**src/rtl/bsp_pkg.sv**
```systemverilog
// bsp_pkg: shared types, constants and helpers of the beat score predictor
// used by bsp_front, bsp_back and beat_score_predictor_unit; no dependencies
package bsp_pkg;

  localparam int SCORE_DEPTH      = 512;
  localparam int MAX_PERIOD       = 128;
  localparam int TRANSITION_DEPTH = 256;

  localparam int CFG_IDX_W = 1;
  localparam int CFG_W     = 16;
  localparam logic [CFG_IDX_W-1:0] CFG_BEAT_PERIOD = 1'd0;
  localparam logic [CFG_IDX_W-1:0] CFG_ALPHA       = 1'd1;

  localparam logic [7:0]  BEAT_PERIOD_RST = 8'd43;
  localparam logic [15:0] ALPHA_RST       = 16'd58982;

  localparam logic [1:0] KIND_SAMPLE = 2'd0;
  localparam logic [1:0] KIND_WTRANS = 2'd1;
  localparam logic [1:0] KIND_WEXP   = 2'd2;

  localparam int CNT_W = 10;
  localparam logic signed [CNT_W-1:0] CNT_MIN  = -10'sd512;
  localparam logic signed [CNT_W-1:0] CNT_MAX  = 10'sd511;
  localparam logic signed [CNT_W-1:0] PCD_RST  = 10'sd10;
  localparam logic signed [CNT_W-1:0] BCD_RST  = -10'sd1;

  localparam int MAG_W = 25;

  typedef struct packed {
    logic [1:0]         kind;
    logic signed [23:0] sample;
    logic [7:0]         weight_index;
    logic [15:0]        weight_value;
  } in_item_t;

  typedef struct packed {
    logic        beat_due;
    logic [31:0] latest_score;
  } out_item_t;

  typedef enum logic [1:0] {
    OP_SAMPLE,
    OP_WTRANS,
    OP_WEXP,
    OP_NOP
  } op_t;

  typedef struct packed {
    op_t              op;
    logic [MAG_W-1:0] mag;
    logic [7:0]       idx;
    logic [15:0]      wval;
  } task_t;

  typedef enum logic [2:0] {
    ST_IDLE,
    ST_SCAN,
    ST_MIX_MUL,
    ST_MIX_ADD,
    ST_EXP_MUL,
    ST_EXP_CMP,
    ST_RESULT
  } state_t;

  function automatic logic signed [CNT_W-1:0] cnt_dec(input logic signed [CNT_W-1:0] x);
    cnt_dec = (x == CNT_MIN) ? x : x - 10'sd1;
  endfunction

  function automatic logic signed [CNT_W-1:0] cnt_clamp(input logic signed [CNT_W:0] x);
    if (x > 11'sd511) cnt_clamp = CNT_MAX;
    else if (x < -11'sd512) cnt_clamp = CNT_MIN;
    else cnt_clamp = x[CNT_W-1:0];
  endfunction

endpackage

```
**src/rtl/bsp_front.sv**
```systemverilog
// bsp_front: accepts input transactions, classifies them and queues them
// depends on bsp_pkg
module bsp_front #(
  parameter int MAX_PERIOD       = bsp_pkg::MAX_PERIOD,
  parameter int TRANSITION_DEPTH = bsp_pkg::TRANSITION_DEPTH
) (
  input  logic             clk,
  input  logic             rst_n,
  input  logic             in_valid,
  input  bsp_pkg::in_item_t in_data,
  output logic             in_stall,
  output logic             task_valid,
  output bsp_pkg::task_t   task_data,
  input  logic             task_pop
);

  bsp_pkg::task_t q_r [2];
  logic           wp_r, rp_r;
  logic [1:0]     cnt_r;
  bsp_pkg::task_t cls;
  logic           push;
  logic [23:0]    raw;

  always_comb begin
    raw = in_data.sample;
    cls.idx  = in_data.weight_index;
    cls.wval = in_data.weight_value;
    // magnitude of the sample plus one lsb
    cls.mag  = (raw[23] ? (25'h1000000 - 25'(raw)) : 25'(raw)) + 25'd1;
    case (in_data.kind)
      bsp_pkg::KIND_SAMPLE: cls.op = bsp_pkg::OP_SAMPLE;
      bsp_pkg::KIND_WTRANS:
        cls.op = (16'(in_data.weight_index) < 16'(TRANSITION_DEPTH)) ?
                 bsp_pkg::OP_WTRANS : bsp_pkg::OP_NOP;
      bsp_pkg::KIND_WEXP:
        cls.op = (16'(in_data.weight_index) < 16'(MAX_PERIOD)) ?
                 bsp_pkg::OP_WEXP : bsp_pkg::OP_NOP;
      default: cls.op = bsp_pkg::OP_NOP;
    endcase
  end

  assign in_stall   = (cnt_r == 2'd2);
  assign push       = in_valid && !in_stall;
  assign task_valid = (cnt_r != 2'd0);
  assign task_data  = q_r[rp_r];

  always_ff @(posedge clk) begin
    if (push) q_r[wp_r] <= cls;
    if (!rst_n) begin
      wp_r  <= 1'b0;
      rp_r  <= 1'b0;
      cnt_r <= 2'd0;
    end else begin
      if (push) wp_r <= ~wp_r;
      if (task_pop) rp_r <= ~rp_r;
      cnt_r <= cnt_r + 2'(push) - 2'(task_pop);
    end
  end

endmodule

```
**config.mk**
```make
export PLATFORM = sky130hd
export DESIGN_NAME = bsp_front
export DESIGN_NICKNAME = d
export VERILOG_FILES = /design/src/rtl/bsp_pkg.sv /design/src/rtl/bsp_front.sv
export SDC_FILE = /design/constraint.sdc
export NUM_CORES = 1
export LEC_CHECK = 0
export ABC_AREA = 1
export BUFFER_PORTS_ARGS = -buffer_cell sky130_fd_sc_hd__buf_2
export CORE_UTILIZATION = 45
export DETAILED_ROUTE_END_ITERATION = 6
export PLACE_DENSITY = 0.77
export REMOVE_ABC_BUFFERS = 1
export SLEW_MARGIN = 20
export SYNTH_ARGS = -nofsm -noshare
export SYNTH_HDL_FRONTEND = slang
export SYNTH_SLANG_ARGS = --single-unit
```
**constraint.sdc**
```tcl
create_clock -name clk -period 9 [get_ports clk]
set_input_delay 0.9 -clock clk [delete_from_list [all_inputs] [get_ports clk]]
set_output_delay 0.9 -clock clk [all_outputs]
set_load 0.1 [all_outputs]
```
==> results of run 1 <==
## sequential cells by signal (all words and copies together), names as in the netlist, named ones only
name / cells
wp_r: 1
q_r: 102
rp_r: 1
cnt_r: 2
## per-layer routing
metal	wire, um	track usage [%]
met1	4640	22.5
met2	4810	28.7
met3	508	3.18
met4	96	4.71
met5	0	0
## synth_stat cells, types with 2 or more instances
library cell	instances	share of area, %
buf_2	2	0.19
nor2_4	5	1.1
nand2_2	12	1.4
inv_2	5	0.35
nand3b_1	5	0.71
buf_1	3	0.21
and2_1	2	0.24
nor2_1	37	2.6
dfxtp_1	5	1.9
o21ai_0	7	0.66
clkbuf_1	4	0.28
inv_1	46	3.3
ha_1	4	0.94
xnor2_1	8	1.3
xor2_1	10	1.7
o21ai_1	3	0.28
a21oi_1	2	0.19
nand4_1	3	0.35
nand2_1	106	7.5
nand3_2	2	0.38
nor2_2	7	0.83
nand3_1	38	3.6
edfxtp_1	102	58
mux2_2	51	11
## how the worst max path moves through the flow
stage / start / endpoint / slack [ns]
2_1_floorplan: in_valid / q_r[0][0]$_DFFE_PP_ / 5.30
3_3_place_gp: in_data[47] / q_r[0][44]$_DFFE_PP_ / 6.04
3_5_place_dp: in_data[47] / q_r[0][42]$_DFFE_PP_ / 5.92
4_1_cts: flip-flop / task_data[37] / 5.88
5_1_grt: flip-flop / task_data[37] / 5.81
6_report: flip-flop / task_data[37] / 5.93
## logic make-up (layout without fill, tap and decap cells)
logic type / Yosys count / count (layout)
flops: 107 / 107
buf+inv: 62 / 176
compound gates: 16 / 16
simple gates: 220 / 220
xor+xnor: 18 / 18
other cells: 1 / 2
mux: 51 / 51
fa+ha+maj: 4 / 4
## tightest hold or removal path, stage by stage, from the launching register on
cell and delay [ns]:
dfxtp_1 0.33, nor2_1 0.06, nor2_1 0.08
## report_power, final
part	total [mW]	leakage, nW	internal [mW]	switching (mW)
logic	0.435	1.48	0.0817	0.353
registers	0.620	0.997	0.606	0.0139
clock network	0.356	0.135	0.195	0.160
## cell type report
cell class / count / area (um2) / area share [%]
tap: 143 / 179 / 2.85
inverter: 51 / 191 / 3.05
clock inverter: 4 / 26.3 / 0.419
clock buffer: 12 / 246 / 3.93
timing repair buffer: 109 / 553 / 8.82
sequential: 107 / 3160 / 50.5
multi-input combinational: 311 / 1910 / 30.4
## through the flow
step / power [mW] / hold slack [ns] / util [%]
after floorplan: 0.989 / 0.459 / -
after detailed placement: 1.07 / 0.494 / 52.3
after CTS: 1.42 / 0.509 / 54.7
after global routing: 1.46 / 0.547 / 54.7
final: 1.41 / 0.503 / 54.7
after global placement: 1.06 / 0.476 / 52.3
==> flow_metrics.env, run 1 <==
export IMPL_reg2reg_from="cnt_r[1]$_SDFF_PN0_"
export IMPL_yosys_most_used_dff="edfxtp_1"
export IMPL_num_vias=3678
export IMPL_tns_ns=0
export IMPL_fmax_ghz=0.325
export IMPL_min_to="rp_r$_SDFFE_PN0P_"
export IMPL_clock_latency_ns=0.33
export IMPL_ys_seq_area_share_pct=59.7
export IMPL_max_slew_margin_rel_pct=41.5
export IMPL_drtPass1Iterations=4
export IMPL_cts_resized=0
export IMPL_layout_nets=647
export IMPL_synth_avg_cell_area_um2=11.1
export IMPL_place_congestion=0.867
export IMPL_hold_buffers=0
export IMPL_clk_pin_slew_worst_paths_ns=0.06
export IMPL_dp_hpwl_mm=7.60
export IMPL_cp_slowest_cell="dfxtp_2"
export IMPL_critPathMaxStageDelay_ns=0.68
export IMPL_final_max_slew_violation_count=0
export IMPL_ys_types=34
export IMPL_cts_buffer_depth=2
export IMPL_maxCapViolations=0
export IMPL_die_w_um=111
export IMPL_n_fill_cell=969
export IMPL_final_cell_mix="106 x nand2_1, 106 x buf_2, 102 x edfxtp_1, 51 x mux2_2, 46 x inv_1"
export IMPL_cp_depth=3
export IMPL_min_path_cells=2
export IMPL_fin_ws_ns=5.93
export IMPL_p_per_area_nw_per_um2=225
export IMPL_synth_area_um2=5300
export IMPL_critical_path_class="flip-flop to output pin"
export IMPL_synthXorXnorAreaFrac_pct=2.98
export IMPL_path_delay_family="buffers and inverters"
export IMPL_initial_core_util_pct=46.2
export IMPL_status="completed"
export IMPL_synth_fa_ha_area_share_pct=0.945
export IMPL_overflow=0
export IMPL_grt_max_degree=41
export IMPL_rsz0062_at_grt="false"
export IMPL_synth_seq_cells=107
export IMPL_min_path_type="flip-flop to flip-flop"
export IMPL_min_period_ns=3.07
export IMPL_cts_made_buffers=9
export IMPL_p_leak_nw=2.61
export IMPL_rrSetupSlack_ns=6.83
export IMPL_path_cells="buf_4 -> mux2_2 -> buf_2"
export IMPL_cp_arrival_ns=2.17
export IMPL_cp_num_buf_inv=2
export IMPL_die_area_um2=12200
export IMPL_drc=0
export IMPL_grt_usage_pct=17.0
export IMPL_setup_violations_final=0
export IMPL_cts_sinks=107
export IMPL_grt_pass1_vias=3680
export IMPL_rr_worst_depth=4
export IMPL_syn_inst=479
export IMPL_synth_mux_area_share_pct=10.8
export IMPL_post_place_ws_ns=5.92
export IMPL_core_um2=11500
export IMPL_wl_per_cell_um=13.6
export IMPL_worst_slew_pin_slew_ns=0.868
export IMPL_cp_data_required_time_ns=8.10
export IMPL_antenna_found_initial=0
export IMPL_cp_start_kind="flip-flop"
export IMPL_stdcell_count=737
export IMPL_vdd_drop_max_uv=174
export IMPL_holdCritStartpoint="rp_r$_SDFFE_PN0P_"
export IMPL_root_buffer="clkbuf_16"
export IMPL_diodes=0
export IMPL_finalHoldViolations=0
export IMPL_synth_edf_count=102
export IMPL_synth_top_family_by_area="simple AND/OR/NAND/NOR gates"
export IMPL_fp_dieH_um=111
export IMPL_rows=39
export IMPL_drive_above_1_share_pct=35.4
export IMPL_port_buffers=106
export IMPL_areaGrowthSynthToFinish_pct=18.3
export IMPL_ctsHtreeMaxLevel=3
export IMPL_min_period_over_period_pct=34.2
export IMPL_yosys_area_share_simple_pct=19.1
export IMPL_stdcell_area_um2=6270
export IMPL_synth_compound_area_share_pct=1.75
export IMPL_via_per_inst=4.99
export IMPL_critPathMaxFanout=29
export IMPL_cts_tree="done"
export IMPL_cp_end_kind="output pin"
export IMPL_worstReg2RegEnd="q_r[1][11]$_DFFE_PP_"
export IMPL_fin_skew_ns=0.00535
export IMPL_io_pins=107
export IMPL_dp_cells=721
export IMPL_place_area_um2=5990
export IMPL_grt_pass1_wl_mm=16.8
export IMPL_synthArstFlopShare_pct=0
export IMPL_wl_mm=10.1
export IMPL_drtIter0Drc=277
export IMPL_synth_warnings=0
export IMPL_ant_nets=0
export IMPL_post_cts_buffers=0
Note: power is estimated with default switching activity, not from simulation.
==> run 2, diff against run 1 <==
PLACE_DENSITY = 0.8   (was 0.77)
clock period = 2.7 ns   (was 9 ns; I/O delays follow)
==> flow_metrics.env, run 2 (synthesized netlist as in run 1, its figures left out) <==
export IMPL_rows=39
export IMPL_hold_buffers=0
export IMPL_num_vias=3702
export IMPL_holdCritStartpoint="in_data[13]"
export IMPL_p_per_area_nw_per_um2=763
export IMPL_ctsHtreeMaxLevel=3
export IMPL_maxCapViolations=0
export IMPL_antenna_found_initial=0
export IMPL_place_congestion=0.877
export IMPL_swShare_pct=36.0
export IMPL_grt_max_degree=52
export IMPL_cts_made_buffers=9
export IMPL_cp_end_kind="output pin"
export IMPL_critPathMaxFanout=27
export IMPL_worst_hold_slack_ns=0.123
export IMPL_top_register="q_r"
export IMPL_p_leak_nw=2.65
export IMPL_min_period_over_period_pct=83.8
export IMPL_fp_dieH_um=111
export IMPL_fmax_ghz=0.442
export IMPL_worstReg2RegEnd="cnt_r[1]$_SDFF_PN0_"
export IMPL_internal_power_mw=3.10
export IMPL_largestRegisters="q_r (102), cnt_r (2)"
export IMPL_vdd_drop_max_uv=619
export IMPL_cp_start_kind="flip-flop"
export IMPL_drc=0
export IMPL_drtIter0Drc=252
export IMPL_cp_data_required_time_ns=2.43
export IMPL_grt_util_met3_pct=3.18
export IMPL_worst_slew_pin_slew_ns=0.619
export IMPL_grt_usage_pct=16.7
export IMPL_top_usage_layer="met2"
export IMPL_dp_hpwl_mm=7.39
export IMPL_gr_usage_met2_pct=27.6
export IMPL_min_period_ns=2.26
export IMPL_grt_use_met1_pct=22.0
export IMPL_stdcell_count=739
export IMPL_critical_path_class="flip-flop to output pin"
export IMPL_pwr_share_seq_pct=42.6
export IMPL_finalHoldViolations=0
export IMPL_fin_ws_ns=0.437
export IMPL_final_cell_mix="106 x nand2_1, 106 x buf_2, 102 x edfxtp_1, 51 x mux2_2, 46 x inv_1"
export IMPL_initial_core_util_pct=46.2
export IMPL_wl_mm=10.0
export IMPL_drtPass1Iterations=5
export IMPL_root_buffer="clkbuf_16"
export IMPL_fin_skew_ns=0.00522
export IMPL_wl_per_cell_um=13.6
export IMPL_cts_buffer_depth=2
export IMPL_p_switching_mw=1.75
export IMPL_diodes=0
export IMPL_cts_resized=0
export IMPL_pwr_share_comb_pct=30.2
export IMPL_overflow=0
export IMPL_min_to="q_r[1][13]$_DFFE_PP_"
export IMPL_max_slew_margin_rel_pct=58.7
export IMPL_rrSetupSlack_ns=1.08
export IMPL_min_path_cells=1
export IMPL_status="completed"
export IMPL_stdcell_area_um2=6360
export IMPL_clock_latency_ns=0.33
export IMPL_largest_reg_flops=102
export IMPL_reg2reg_from="cnt_r[1]$_SDFF_PN0_"
export IMPL_via_per_inst=5.01
export IMPL_cts_tree="done"
export IMPL_clkPwrFrac_pct=27.2
export IMPL_cp_arrival_ns=1.99
export IMPL_final_max_slew_violation_count=0
export IMPL_clk_pin_slew_worst_paths_ns=0.07
export IMPL_ant_nets=0
export IMPL_min_path_type="primary input to flip-flop"
export IMPL_drive_above_1_share_pct=35.9
export IMPL_grt_pass1_wl_mm=16.4
export IMPL_port_buffers=106
export IMPL_grt_pass1_vias=3508
export IMPL_cts_sinks=107
export IMPL_final_util_pct=55.5
export IMPL_setup_violations_final=0
export IMPL_die_area_um2=12200
export IMPL_post_place_ws_ns=0.364
export IMPL_die_w_um=111
export IMPL_layout_nets=649
export IMPL_post_cts_buffers=0
export IMPL_place_area_um2=6050
export IMPL_rr_worst_depth=9
export IMPL_core_um2=11500
export IMPL_areaGrowthSynthToFinish_pct=20.1
export IMPL_io_pins=107
export IMPL_rsz0062_at_grt="false"
export IMPL_dp_cells=723
-- run 2: critical path: stages (launching register included) --
cell and delay [ns]:
dfxtp_2 0.72, buf_12 0.27, mux2_2 0.35, buf_2 0.29
-- run 2: worst max-delay path by stage --
stage / startpoint / to / slack, ns / depth (start not counted)
after floorplan: cnt_r[1]$_SDFF_PN0_ / q_r[0][0]$_DFFE_PP_ / -0.47 / 3
after global placement: in_data[24] / q_r[0][44]$_DFFE_PP_ / 0.44 / 15
after detailed placement: in_data[24] / q_r[0][42]$_DFFE_PP_ / 0.36 / 15
after CTS: flip-flop / task_data[49] / 0.37 / 3
after global routing: flip-flop / task_data[7] / 0.34 / 3
final: flip-flop / task_data[49] / 0.44 / 3
-- run 2: layer usage --
layer,vias up,wire length [um]
met5,-,0
li1,1846,-
met2,127,4730
met1,1723,4520
met4,0,93
met3,6,682
-- run 2: per-stage QoR --
stage               setup TNS, ns  total power [mW]
CTS                             0              4.90
detailed placement              0              3.58
global route                    0              5.03
finish                          0              4.85
global placement                0              3.55
floorplan                  -47.68              3.30
-- run 2: layout make-up --
cell class	count	area [um2]
Clock buffer	13	270
Timing Repair Buffer	111	606
Fill cell	951	5100
Clock inverter	3	46.3
Multi-Input combinational cell	311	1910
Tap cell	143	179
Inverter	51	191
Sequential cell	107	3160
-- run 2: power groups by stage --
| stage | combinational (mW) | clock [mW] | sequential, mW |
|---|---|---|---|
| after floorplan | 1.19 | 0 | 2.11 |
| after global placement | 1.46 | 0 | 2.09 |
| after detailed placement | 1.47 | 0 | 2.11 |
| after CTS | 1.48 | 1.35 | 2.07 |
| after global routing | 1.54 | 1.42 | 2.08 |
| final | 1.47 | 1.32 | 2.07 |
